[src/rtl/core/ffba_pkg.sv]
// Shared types and constants of the first-fit block allocator.
package ffba_pkg;

	localparam int POOL_BYTES  = 4096;
	localparam int MAX_REGIONS = 32;

	localparam int OFF_W    = 12;
	localparam int LEN_W    = 13;
	localparam int END_W    = LEN_W + 1;
	localparam int STATUS_W = 2;
	localparam int IDX_W    = $clog2(MAX_REGIONS);
	localparam int CNT_W    = $clog2(MAX_REGIONS + 1);

	localparam int S_TDATA_W = 32;
	localparam int M_TDATA_W = 16;
	localparam int S_PAD_W   = S_TDATA_W - LEN_W - OFF_W;
	localparam int M_PAD_W   = M_TDATA_W - STATUS_W - OFF_W;

	localparam logic CMD_ALLOC = 1'b0;
	localparam logic CMD_FREE  = 1'b1;

	typedef enum logic [STATUS_W-1:0] {
		ST_OK,
		ST_NOSPACE,
		ST_BOUNDS,
		ST_FULL
	} status_t;

	typedef struct packed {
		logic [LEN_W-1:0] len;
		logic [OFF_W-1:0] start;
	} entry_t;

	typedef struct packed {
		logic load;
		logic rd;
		logic proc;
		logic fin;
		logic out_load;
	} ctrl_cmd_t;

	typedef struct packed {
		logic early;
		logic rd_done;
		logic proc_done;
	} dp_stat_t;

endpackage

[src/rtl/core/ffba_ctrl.sv]
// Request sequencer of the first-fit block allocator.
module ffba_ctrl (
	input  logic                 clk,
	input  logic                 arst_n,
	input  logic                 s_tvalid,
	output logic                 s_tready,
	output logic                 m_tvalid,
	input  logic                 m_tready,
	input  ffba_pkg::dp_stat_t   stat,
	output ffba_pkg::ctrl_cmd_t  cmd
);

	typedef enum logic [2:0] {
		IDLE,
		CHECK,
		WALK,
		FIN,
		DONE
	} state_t;

	state_t state_q;
	logic   rv_q;
	logic   m_tvalid_q;

	always_comb begin
		cmd.load     = (state_q == IDLE) && s_tvalid;
		cmd.rd       = (state_q == WALK) && !stat.rd_done;
		cmd.proc     = (state_q == WALK) && rv_q;
		cmd.fin      = (state_q == FIN);
		cmd.out_load = (state_q == DONE) && (!m_tvalid_q || m_tready);
	end

	assign s_tready = (state_q == IDLE);
	assign m_tvalid = m_tvalid_q;

	always_ff @(posedge clk or negedge arst_n) begin
		if (!arst_n) begin
			state_q    <= IDLE;
			rv_q       <= 1'b0;
			m_tvalid_q <= 1'b0;
		end else begin
			rv_q <= cmd.rd;
			if (cmd.out_load) begin
				m_tvalid_q <= 1'b1;
			end else if (m_tready) begin
				m_tvalid_q <= 1'b0;
			end
			case (state_q)
				IDLE: begin
					if (s_tvalid) begin
						state_q <= CHECK;
					end
				end
				CHECK: begin
					state_q <= stat.early ? FIN : WALK;
				end
				WALK: begin
					if (stat.proc_done && !rv_q) begin
						state_q <= FIN;
					end
				end
				FIN: begin
					state_q <= DONE;
				end
				DONE: begin
					if (cmd.out_load) begin
						state_q <= IDLE;
					end
				end
				default: begin
					state_q <= IDLE;
				end
			endcase
		end
	end

endmodule

[src/rtl/core/ffba_dp.sv]
// Region table, gap search and result registers of the first-fit block allocator.
module ffba_dp (
	input  logic                         clk,
	input  logic                         arst_n,
	input  ffba_pkg::ctrl_cmd_t          cmd,
	input  logic                         in_cmd,
	input  logic [ffba_pkg::LEN_W-1:0]   in_length,
	input  logic [ffba_pkg::OFF_W-1:0]   in_offset,
	output ffba_pkg::dp_stat_t           stat,
	output ffba_pkg::status_t            status,
	output logic [ffba_pkg::OFF_W-1:0]   start_res
);

	ffba_pkg::entry_t mem [ffba_pkg::MAX_REGIONS];

	logic                          op_q;
	logic [ffba_pkg::LEN_W-1:0]    len_q;
	logic [ffba_pkg::OFF_W-1:0]    off_q;
	logic [ffba_pkg::CNT_W-1:0]    cnt_q;
	logic [ffba_pkg::CNT_W-1:0]    rd_idx_q;
	logic [ffba_pkg::CNT_W-1:0]    proc_idx_q;
	logic [ffba_pkg::END_W-1:0]    prev_end_q;
	logic                          found_q;
	ffba_pkg::entry_t              carry_q;
	ffba_pkg::entry_t              rdata_q;
	logic [ffba_pkg::OFF_W-1:0]    ins_start_q;
	ffba_pkg::status_t             res_status_q;
	logic [ffba_pkg::OFF_W-1:0]    res_start_q;
	ffba_pkg::status_t             out_status_q;
	logic [ffba_pkg::OFF_W-1:0]    out_start_q;

	logic                          full;
	logic                          bad_len;
	logic                          bounds;
	logic [ffba_pkg::END_W-1:0]    need_end;
	logic [ffba_pkg::END_W-1:0]    entry_end;
	logic                          fit;
	logic                          match;
	logic                          tail_fit;
	logic [ffba_pkg::CNT_W-1:0]    proc_idx_m1;
	ffba_pkg::entry_t              new_entry;
	logic                          we;
	logic [ffba_pkg::IDX_W-1:0]    waddr;
	ffba_pkg::entry_t              wdata;
	ffba_pkg::status_t             fin_status;
	logic [ffba_pkg::OFF_W-1:0]    fin_start;

	localparam logic [ffba_pkg::END_W-1:0] POOL_END = ffba_pkg::END_W'(ffba_pkg::POOL_BYTES);

	always_comb begin
		full      = (cnt_q == ffba_pkg::CNT_W'(ffba_pkg::MAX_REGIONS));
		bad_len   = (len_q == '0) || ({1'b0, len_q} > POOL_END);
		bounds    = ({2'b00, off_q} + {1'b0, len_q}) > POOL_END;
		need_end  = prev_end_q + {1'b0, len_q};
		entry_end = {2'b00, rdata_q.start} + {1'b0, rdata_q.len};
		fit       = {2'b00, rdata_q.start} >= need_end;
		match     = (rdata_q.start == off_q);
		tail_fit  = (need_end <= POOL_END);
		proc_idx_m1     = proc_idx_q - ffba_pkg::CNT_W'(1);
		new_entry.len   = len_q;
		new_entry.start = prev_end_q[ffba_pkg::OFF_W-1:0];

		stat.early     = (op_q == ffba_pkg::CMD_ALLOC) ? (full || bad_len) : bounds;
		stat.rd_done   = (rd_idx_q == cnt_q);
		stat.proc_done = (proc_idx_q == cnt_q);
	end

	always_comb begin
		fin_status = ffba_pkg::ST_OK;
		fin_start  = '0;
		if (op_q == ffba_pkg::CMD_ALLOC) begin
			if (full) begin
				fin_status = ffba_pkg::ST_FULL;
			end else if (bad_len) begin
				fin_status = ffba_pkg::ST_NOSPACE;
			end else if (found_q) begin
				fin_start = ins_start_q;
			end else if (tail_fit) begin
				fin_start = prev_end_q[ffba_pkg::OFF_W-1:0];
			end else begin
				fin_status = ffba_pkg::ST_NOSPACE;
			end
		end else if (bounds) begin
			fin_status = ffba_pkg::ST_BOUNDS;
		end
	end

	// Insertion ripples the displaced entries one place up; removal moves them one place down.
	always_comb begin
		we    = 1'b0;
		waddr = proc_idx_q[ffba_pkg::IDX_W-1:0];
		wdata = carry_q;
		if (cmd.proc) begin
			if (op_q == ffba_pkg::CMD_ALLOC) begin
				if (found_q) begin
					we = 1'b1;
				end else if (fit) begin
					we    = 1'b1;
					wdata = new_entry;
				end
			end else if (found_q) begin
				we    = 1'b1;
				waddr = proc_idx_m1[ffba_pkg::IDX_W-1:0];
				wdata = rdata_q;
			end
		end else if (cmd.fin && (op_q == ffba_pkg::CMD_ALLOC) && (fin_status == ffba_pkg::ST_OK)) begin
			we    = 1'b1;
			waddr = cnt_q[ffba_pkg::IDX_W-1:0];
			wdata = found_q ? carry_q : new_entry;
		end
	end

	always_ff @(posedge clk) begin
		if (we) begin
			mem[waddr] <= wdata;
		end
		if (cmd.rd) begin
			rdata_q <= mem[rd_idx_q[ffba_pkg::IDX_W-1:0]];
		end
	end

	always_ff @(posedge clk or negedge arst_n) begin
		if (!arst_n) begin
			cnt_q      <= '0;
			rd_idx_q   <= '0;
			proc_idx_q <= '0;
			found_q    <= 1'b0;
		end else begin
			if (cmd.load) begin
				rd_idx_q   <= '0;
				proc_idx_q <= '0;
				found_q    <= 1'b0;
			end
			if (cmd.rd) begin
				rd_idx_q <= rd_idx_q + ffba_pkg::CNT_W'(1);
			end
			if (cmd.proc) begin
				proc_idx_q <= proc_idx_q + ffba_pkg::CNT_W'(1);
				if (!found_q) begin
					if (op_q == ffba_pkg::CMD_ALLOC) begin
						found_q <= fit;
					end else begin
						found_q <= match;
					end
				end
			end
			if (cmd.fin) begin
				if ((op_q == ffba_pkg::CMD_ALLOC) && (fin_status == ffba_pkg::ST_OK)) begin
					cnt_q <= cnt_q + ffba_pkg::CNT_W'(1);
				end else if ((op_q == ffba_pkg::CMD_FREE) && !bounds && found_q) begin
					cnt_q <= cnt_q - ffba_pkg::CNT_W'(1);
				end
			end
		end
	end

	always_ff @(posedge clk) begin
		if (cmd.load) begin
			op_q       <= in_cmd;
			len_q      <= in_length;
			off_q      <= in_offset;
			prev_end_q <= '0;
		end
		if (cmd.proc && (op_q == ffba_pkg::CMD_ALLOC)) begin
			if (found_q) begin
				carry_q <= rdata_q;
			end else if (fit) begin
				carry_q     <= rdata_q;
				ins_start_q <= prev_end_q[ffba_pkg::OFF_W-1:0];
			end else begin
				prev_end_q <= entry_end;
			end
		end
		if (cmd.fin) begin
			res_status_q <= fin_status;
			res_start_q  <= fin_start;
		end
		if (cmd.out_load) begin
			out_status_q <= res_status_q;
			out_start_q  <= res_start_q;
		end
	end

	assign status    = out_status_q;
	assign start_res = out_start_q;

endmodule

[src/rtl/core/first_fit_block_allocator.sv]
// Top level of the first-fit block allocator.
// A request (allocate or free) is taken only while the block is idle and runs to its end
// before the next is taken. Allocate places the block at the lowest offset that fits in a
// pool of 4096 bytes and answers with that offset; free removes the region that starts at
// the given offset. A request walks the region table, one entry a cycle through its single
// registered read port, over the n regions held (at most 32); an allocate refused because
// the table is full or the length is out of range, and a free out of bounds, skip the walk.
// A result waits in the output register until it is taken, and the next request may be
// accepted meanwhile.
module first_fit_block_allocator (
	input  logic                             clk,
	input  logic                             arst_n,
	input  logic                             s_tvalid,
	output logic                             s_tready,
	// Bits from the lowest up: length [12:0], offset [24:13], zero padding [31:25].
	input  logic [ffba_pkg::S_TDATA_W-1:0]   s_tdata,
	// Bit 0: cmd (0 allocate, 1 free).
	input  logic                             s_tuser,
	output logic                             m_tvalid,
	input  logic                             m_tready,
	// Bits from the lowest up: status [1:0], start_res [13:2], zero padding [15:14].
	output logic [ffba_pkg::M_TDATA_W-1:0]   m_tdata
);

	ffba_pkg::ctrl_cmd_t          cmd;
	ffba_pkg::dp_stat_t           stat;
	ffba_pkg::status_t            status;
	logic [ffba_pkg::OFF_W-1:0]   start_res;

	ffba_ctrl u_ctrl (
		.clk      (clk),
		.arst_n   (arst_n),
		.s_tvalid (s_tvalid),
		.s_tready (s_tready),
		.m_tvalid (m_tvalid),
		.m_tready (m_tready),
		.stat     (stat),
		.cmd      (cmd)
	);

	ffba_dp u_dp (
		.clk       (clk),
		.arst_n    (arst_n),
		.cmd       (cmd),
		.in_cmd    (s_tuser),
		.in_length (s_tdata[ffba_pkg::LEN_W-1:0]),
		.in_offset (s_tdata[ffba_pkg::LEN_W+ffba_pkg::OFF_W-1:ffba_pkg::LEN_W]),
		.stat      (stat),
		.status    (status),
		.start_res (start_res)
	);

	assign m_tdata = {{ffba_pkg::M_PAD_W{1'b0}}, start_res, status};

endmodule

[config.mk]
export PLATFORM = sky130hd
export DESIGN_NAME = first_fit_block_allocator
export DESIGN_NICKNAME = d
export VERILOG_FILES = /design/src/rtl/core/ffba_pkg.sv /design/src/rtl/core/ffba_ctrl.sv /design/src/rtl/core/ffba_dp.sv /design/src/rtl/core/first_fit_block_allocator.sv
export SDC_FILE = /design/constraint.sdc
export NUM_CORES = 1
export LEC_CHECK = 0
export ABC_AREA = 1
export BUFFER_PORTS_ARGS = -buffer_cell sky130_fd_sc_hd__buf_2
export CAP_MARGIN = 20
export CORE_MARGIN = 2
export CORE_UTILIZATION = 32
export CTS_CLUSTER_DIAMETER = 200
export DETAILED_ROUTE_END_ITERATION = 8
export HOLD_SLACK_MARGIN = 0.08
export SYNTH_ARGS = -nofsm -noshare
export SYNTH_HDL_FRONTEND = slang
export SYNTH_HIERARCHICAL = 1
export SYNTH_SLANG_ARGS = --single-unit
[constraint.sdc]
create_clock -name clk -period 4.2 [get_ports clk]
set_input_delay 0.21 -clock clk [delete_from_list [all_inputs] [get_ports clk]]
set_output_delay 0.21 -clock clk [all_outputs]
set_load 0.01 [all_outputs]
* Word-level counts from Yosys, hierarchy flattened
Memory sizes are Yosys's and may differ from the RTL's. A register that Yosys moved wholly into a read port is not among the register bits. Cells that the tools add are included.
Word-level totals: output and inout port bits 18, logic and storage cells 125, register bits 129, memories kept 1, input bits 37, bits in writable memories 800
Cells by class: mux-type cells 50, $lt $le $gt $ge 4, bitwise logic cells 2, reduce and logical (&&, ||, !) cells 31, equal/unequal tests 11, add/sub/neg operators 8
Memories:
- u_dp.mem | depth 32, bits a word 25, rd ports 1, clocked after Yosys merged registers in 1, wr ports 1, line ffba_dp.sv:14 | ffba_pkg::entry_t mem [ffba_pkg::MAX_REGIONS];
Operator list (number):
- $mux 25 | 9
- $mux 14 | 4
- $mux 6 | 5
- $add 12x13->14 | 2
- $mux 12 | 2
- $mux 5 | 4
- $add 6x1->6 const B | 3
- $mux 1 | 17
- $pmux 3 s5 | 1
- $add 14x13->14 | 1
- $ge 12x14->1 | 1
- $gt 14x13->1 const B | 1
- $le 14x13->1 const B | 1
- $gt 13x13->1 const B | 1
- $logic_not 13->1 | 1
- $eq 12x12->1 | 1
- $eq 6x6->1 | 2
- $logic_and 1x1->1 | 11
- $mux 2 | 5
- $reduce_bool 2->1 | 5
- $mux 3 | 3
- $eq 3x2->1 const B | 2
- $eq 6x6->1 const B | 1
- $ne 2x2->1 const B | 3
- other kinds (12) | 20

* Depth between registers and ports, before layout
depth after elaboration 13, gate-level depth with buffers 26, mapped depth without buffers 25

* By module
The synthesis kept the hierarchy.
By module, submodules not included:
- ffba_dp | cells each 3404, instances 1, area each 40746.6 um^2, sequential area each 28262.1 um^2
- ffba_ctrl | cells each 35, instances 1, area each 250.2 um^2, sequential area each 125.1 um^2
- first_fit_block_allocator | cells each 3, instances 1, area each 18.8 um^2, sequential area each 0.0 um^2

* Worst setup path after synthesis
Ideal clock, no wire load.
path type register to register, start register u_dp/len_q[0] (netlist bit), end memory u_dp/mem[21][0] (netlist bit) (enable), data required time 3.793 ns, slack -0.035 ns, path buffers 0, setup time 0.407 ns, clock period less this slack 4.235 ns, data arrival time 3.828 ns, cell stages (with the launch flop) 22, cells stage by stage edfxtp_1 > ha_1 > inv_1 > fa_1 > inv_1 > nand3_1 > nand2_1 > nand2_1 > nand3b_1 > nand2_1 > ha_1 > nand3_1 > a21boi_0 > o21a_1 > a211oi_1 > nand2_1 > nand3_1 > nand3_1 > nand2_2 > nor2_4 > nand2_4 > nor2_1
Between the ends: word-level cells in the longest chain between the ends 13, elaborated cells between the ends (all ways) 25, classes of those cells add/sub (2); order compare (4); mux (15); reduce/logical (4)
RTL lines:
- start, declared | line ffba_dp.sv:17 | logic [ffba_pkg::LEN_W-1:0] len_q;
- start signal, assigned | line ffba_dp.sv:160 | len_q <= in_length;
- $add 14x13->14 | line ffba_dp.sv:54 | need_end = prev_end_q + {1'b0, len_q};
- $le 14x13->1 | line ffba_dp.sv:58 | tail_fit = (need_end <= POOL_END);
- $mux 1 | line ffba_dp.sv:78 | end else if (tail_fit) begin
- $mux 2 | line ffba_dp.sv:76 | end else if (found_q) begin
- $mux 2 | line ffba_dp.sv:74 | end else if (bad_len) begin
- $mux 2 | line ffba_dp.sv:72 | if (full) begin
- $mux 2 | line ffba_dp.sv:71 | if (op_q == ffba_pkg::CMD_ALLOC) begin
- $logic_not 2->1 | line ffba_dp.sv:106 | end else if (cmd.fin && (op_q == ffba_pkg::CMD_ALLOC) && (fin_status == ffba_pkg::ST_OK)) begin
- $logic_and 1x1->1 | line ffba_dp.sv:106
- $mux 1 | line ffba_dp.sv:106
- $mux 1 | line ffba_dp.sv:93 | if (cmd.proc) begin
- $mux 1 | line ffba_dp.sv:114 | if (we) begin
- $mux 1 (not written as such) | line ffba_dp.sv:115 | mem[waddr] <= wdata;
- end, declared | line ffba_dp.sv:14
Parallel ways exist; a longest one is shown, timed or not.

==> metrics.md <==
| Metric | Value |
|---|---|
| Design Area, Final | 48,200 sq um |
| Vias per std cell | 5.321 |
| Unrepaired setup endpoints after global routing | false |
| Num CTS Buffers | 98 |
| Syn Std Cell Area | 41,020 sq um |
| Pwr Density | 650.2 nW/um^2 |
| Top-count cell post-synth | edfxtp_1 |
| Die Wd | 362.0 um |
| VDD IR max | 384.7 uV |
| Share of cells above drive strength 1 | 12.07% |
| CTS root buf | clkbuf_16 |
| Initial Util | 32.21% |
| Gate power share | 34.2% |
| Main synth FF type | edfxtp_1 |
| Setup violators final | 0 |
| GRT Overall Usage | 17.44% |
| Critical Path AT | 4.34 ns |
| Port Buffer Count | 45 |
| Clock sink count | 954 |
| Drt pass-1 iters | 5 |
| Max Freq | 254.5 MHz |
| Place WS | 0.2001 ns |
| Largest net degree at the start of global routing | 105 |
| Yosys reg bits | 954 |
| Placed Area | 44,740 sq um |
| DRT antenna net count | 0 |
| Sequential fraction of the synthesis area | 69.21% |
| Worst Tran Pin Value | 0.7150 ns |
| Crit Path Category | flip-flop to flip-flop |
| TNS Setup | 0 ns |
| Post-synthesis async set-or-reset flop share | 2.516% |
| Clock Power Share | 26.8% |
| Total gr overflow | 0 |
| P&R area growth vs syn | 17.51% |
| Post-detail-place hpwl | 70,530 um |
| Final worst slack | 0.2703 ns |
| Total power | 31.34 mW |
| Synth Warn # | 6 |
| Commonest cells in the netlist | 916 x edfxtp_1, 548 x nor2_1, 502 x o21ai_0 |
| Full die area | 131,100 sq um |
| Final #Nets | 3,662 |
| CP max FO | 37 |
| Fin. Hold Viols | 0 |
| Via Count | 28.25k |
| Sequential share of power | 39.0% |
| Utilization after layout | 37.84% |
| Sequential cell area | 28,400 sq um |
| First-pass GRT wire length | 172,800 um |
| Tcrit/Tclk final | 93.56% |
| Slew HR | 52.33% |
| P_leak | 16.48 nW |
| Clk slew on worst S/H paths | 0.06 ns |
| Post-Layout Cell Count | 5,309 |
| Post-synthesis cell type count | 57 |
| CTS Buffer Depth | 3 |
| WL final | 116,800 um |
| Worst Setup End Kind | flip-flop |
| CP Launch Type | flip-flop |
| Filler Cells Inserted | 11.90k |
| Vias in the first global route | 26.39k |
| H-Tree Depth | 3 |
| Tmin final | 3.930 ns |
| WL per Instance | 21.99 um |
| Fin Hold WS | 0.2654 ns |
| Number of DRC markers in iteration 0 | 3,080 |
| Placed cells | 5,094 |
| Skew final | 0.05810 ns |
| CTS tree | built |
| Residual DRC | 0 |
| Routability cong. | 0.8850 |
| Chip Height | 362.0 um |
| Sw Pwr | 11.68 mW |
| Max-Cap Viols | 0 |
| Core Region | 127,400 sq um |
| Share of the synthesized area in the top cell type | 67.06% |
| Switching Fraction | 37.26% |
| Antenna violations before repair | 2 |
| Post-synth EDFFs | 916 |
| Status | completed |
| WP data required | 4.61 ns |
| Area leader, netlist | edfxtp_1 |
| Rows | 131 |
| Boundary Pins | 55 |
| Area of the multi-input gates | 11,350 sq um |
| Worst min-delay path class | primary input to flip-flop |
| Post-Synthesis Cells | 3,442 |
| Worst-skew pair later-pin latency | 0.69 ns |
| Top cells by area, synth | edfxtp_1 67%, o21ai_0 6.1%, nor2_1 5.0% |
| Int Power | 19.66 mW |
| Synth Area per Inst | 11.92 sq um |
| Max-slew violations | 0 |
[power groups by stage]
stage          clock [mW]  sequential [mW]  combinational [mW]
3_5_place_dp            0             12.4                10.6
5_1_grt              8.92             12.3                11.8
4_1_cts              8.54             12.2                10.6
6_report             8.40             12.2                10.7
2_1_floorplan           0             12.1                6.71
3_3_place_gp            0             12.4                10.5
[repair_timing]
action / in CTS / in global routing
endpoints found under the hold margin: 53 / 0
hold buffers: 31 / 0
endpoints found under the setup margin: 0 / 269
buffers inserted: 0 / 2
resized for setup: 0 / 6
[metal layers]
layer,up-vias,share of wire (%),GRT usage [%]
li1,12880,-,-
met1,14040,43,24.18
met2,1147,47,28.01
met3,187,7.5,2.981
met4,2,2.7,5.098
met5,-,0.17,0
[cells by family after synthesis]
logic type | after synthesis | synth area share, %
xor+xnor | 30 | 0.6589
simple gates | 1116 | 11.34
fa+ha+maj | 60 | 1.904
mux | 1 | 0.02441
compound gates | 890 | 13.06
buf+inv | 390 | 3.792
flops | 954 | 69.21
other cells | 1 | 0.009143
[cell usage in the layout (no fill, tap or decap), types with 6 or more instances in the layout]
| cell type | n |
|---|---|
| a21oi_1 | 80 |
| a31oi_1 | 28 |
| a32oi_1 | 21 |
| buf_12 | 66 |
| buf_2 | 45 |
| buf_4 | 95 |
| bufinv_16 | 6 |
| clkbuf_1 | 30 |
| clkbuf_16 | 99 |
| clkinv_1 | 21 |
| clkinv_2 | 16 |
| dfrtp_1 | 21 |
| dfxtp_1 | 14 |
| dlygate4sd3_1 | 31 |
| edfxtp_1 | 916 |
| ha_1 | 56 |
| inv_1 | 159 |
| inv_2 | 6 |
| nand2_1 | 354 |
| nand2_2 | 7 |
| nand3_1 | 136 |
| nand4_1 | 25 |
| nor2_1 | 511 |
| nor2_2 | 7 |
| nor2_4 | 36 |
| nor3_1 | 6 |
| o211ai_1 | 25 |
| o211ai_2 | 12 |
| o21ai_0 | 502 |
| o221ai_1 | 133 |
| o22ai_1 | 70 |
| xnor2_1 | 12 |
| xor2_1 | 17 |
[critical path: stages (launching register included)]
cell	delay, ns
edfxtp_1	0.36
ha_1	0.17
inv_1	0.05
fa_1	0.42
inv_1	0.13
nand3_1	0.10
nand2_1	0.11
nand2_1	0.08
nand3b_1	0.10
nand2_1	0.09
ha_1	0.29
nand3_1	0.08
a21boi_0	0.08
o21a_1	0.17
a211oi_1	0.18
nand2_1	0.10
nand2_1	0.15
nor2_2	0.07
buf_12	0.19
o211ai_1	0.17
nand2_1	0.07
nand2_1	0.18
inv_1	0.11
buf_12	0.17
[cell type report]
type	instances	share of cell area, %
Antenna cell	1	0.005192
Clock buffer	129	5.374
Clock inverter	52	1.044
Inverter	171	1.371
Multi-Input combinational cell	2099	23.55
Sequential cell	954	58.92
Tap cell	1662	4.315
Timing Repair Buffer	241	5.426
[flip-flops by register name, summed over array words and instances (netlist names), 12 cells and up]
name / cells
u_dp/mem: 800
u_dp/prev_end_q: 14
u_dp/len_q: 13
u_dp/res_start_q: 12
u_dp/carry_q: 25
u_dp/off_q: 12
u_dp/start_res: 12
u_dp/rdata_q: 25
u_dp/ins_start_q: 12
[worst paths after layout]
path                            cells after the start                end                start  slack, ns
worst max-delay path                               23     u_dp/mem[0][5]        u_dp/len_q[0]       0.27
worst min-delay path                                2      u_dp/len_q[7]           s_tdata[7]       0.27
worst max register to register                     23     u_dp/mem[0][5]        u_dp/len_q[0]       0.27
worst min register to register                      0  u_dp/start_res[5]  u_dp/res_start_q[5]       0.42
max in group asynchronous                           4      u_dp/cnt_q[3]               arst_n       2.54
min in group asynchronous                           3   u_dp/rd_idx_q[3]               arst_n       0.54
Note: power is estimated with default switching activity, not from simulation.
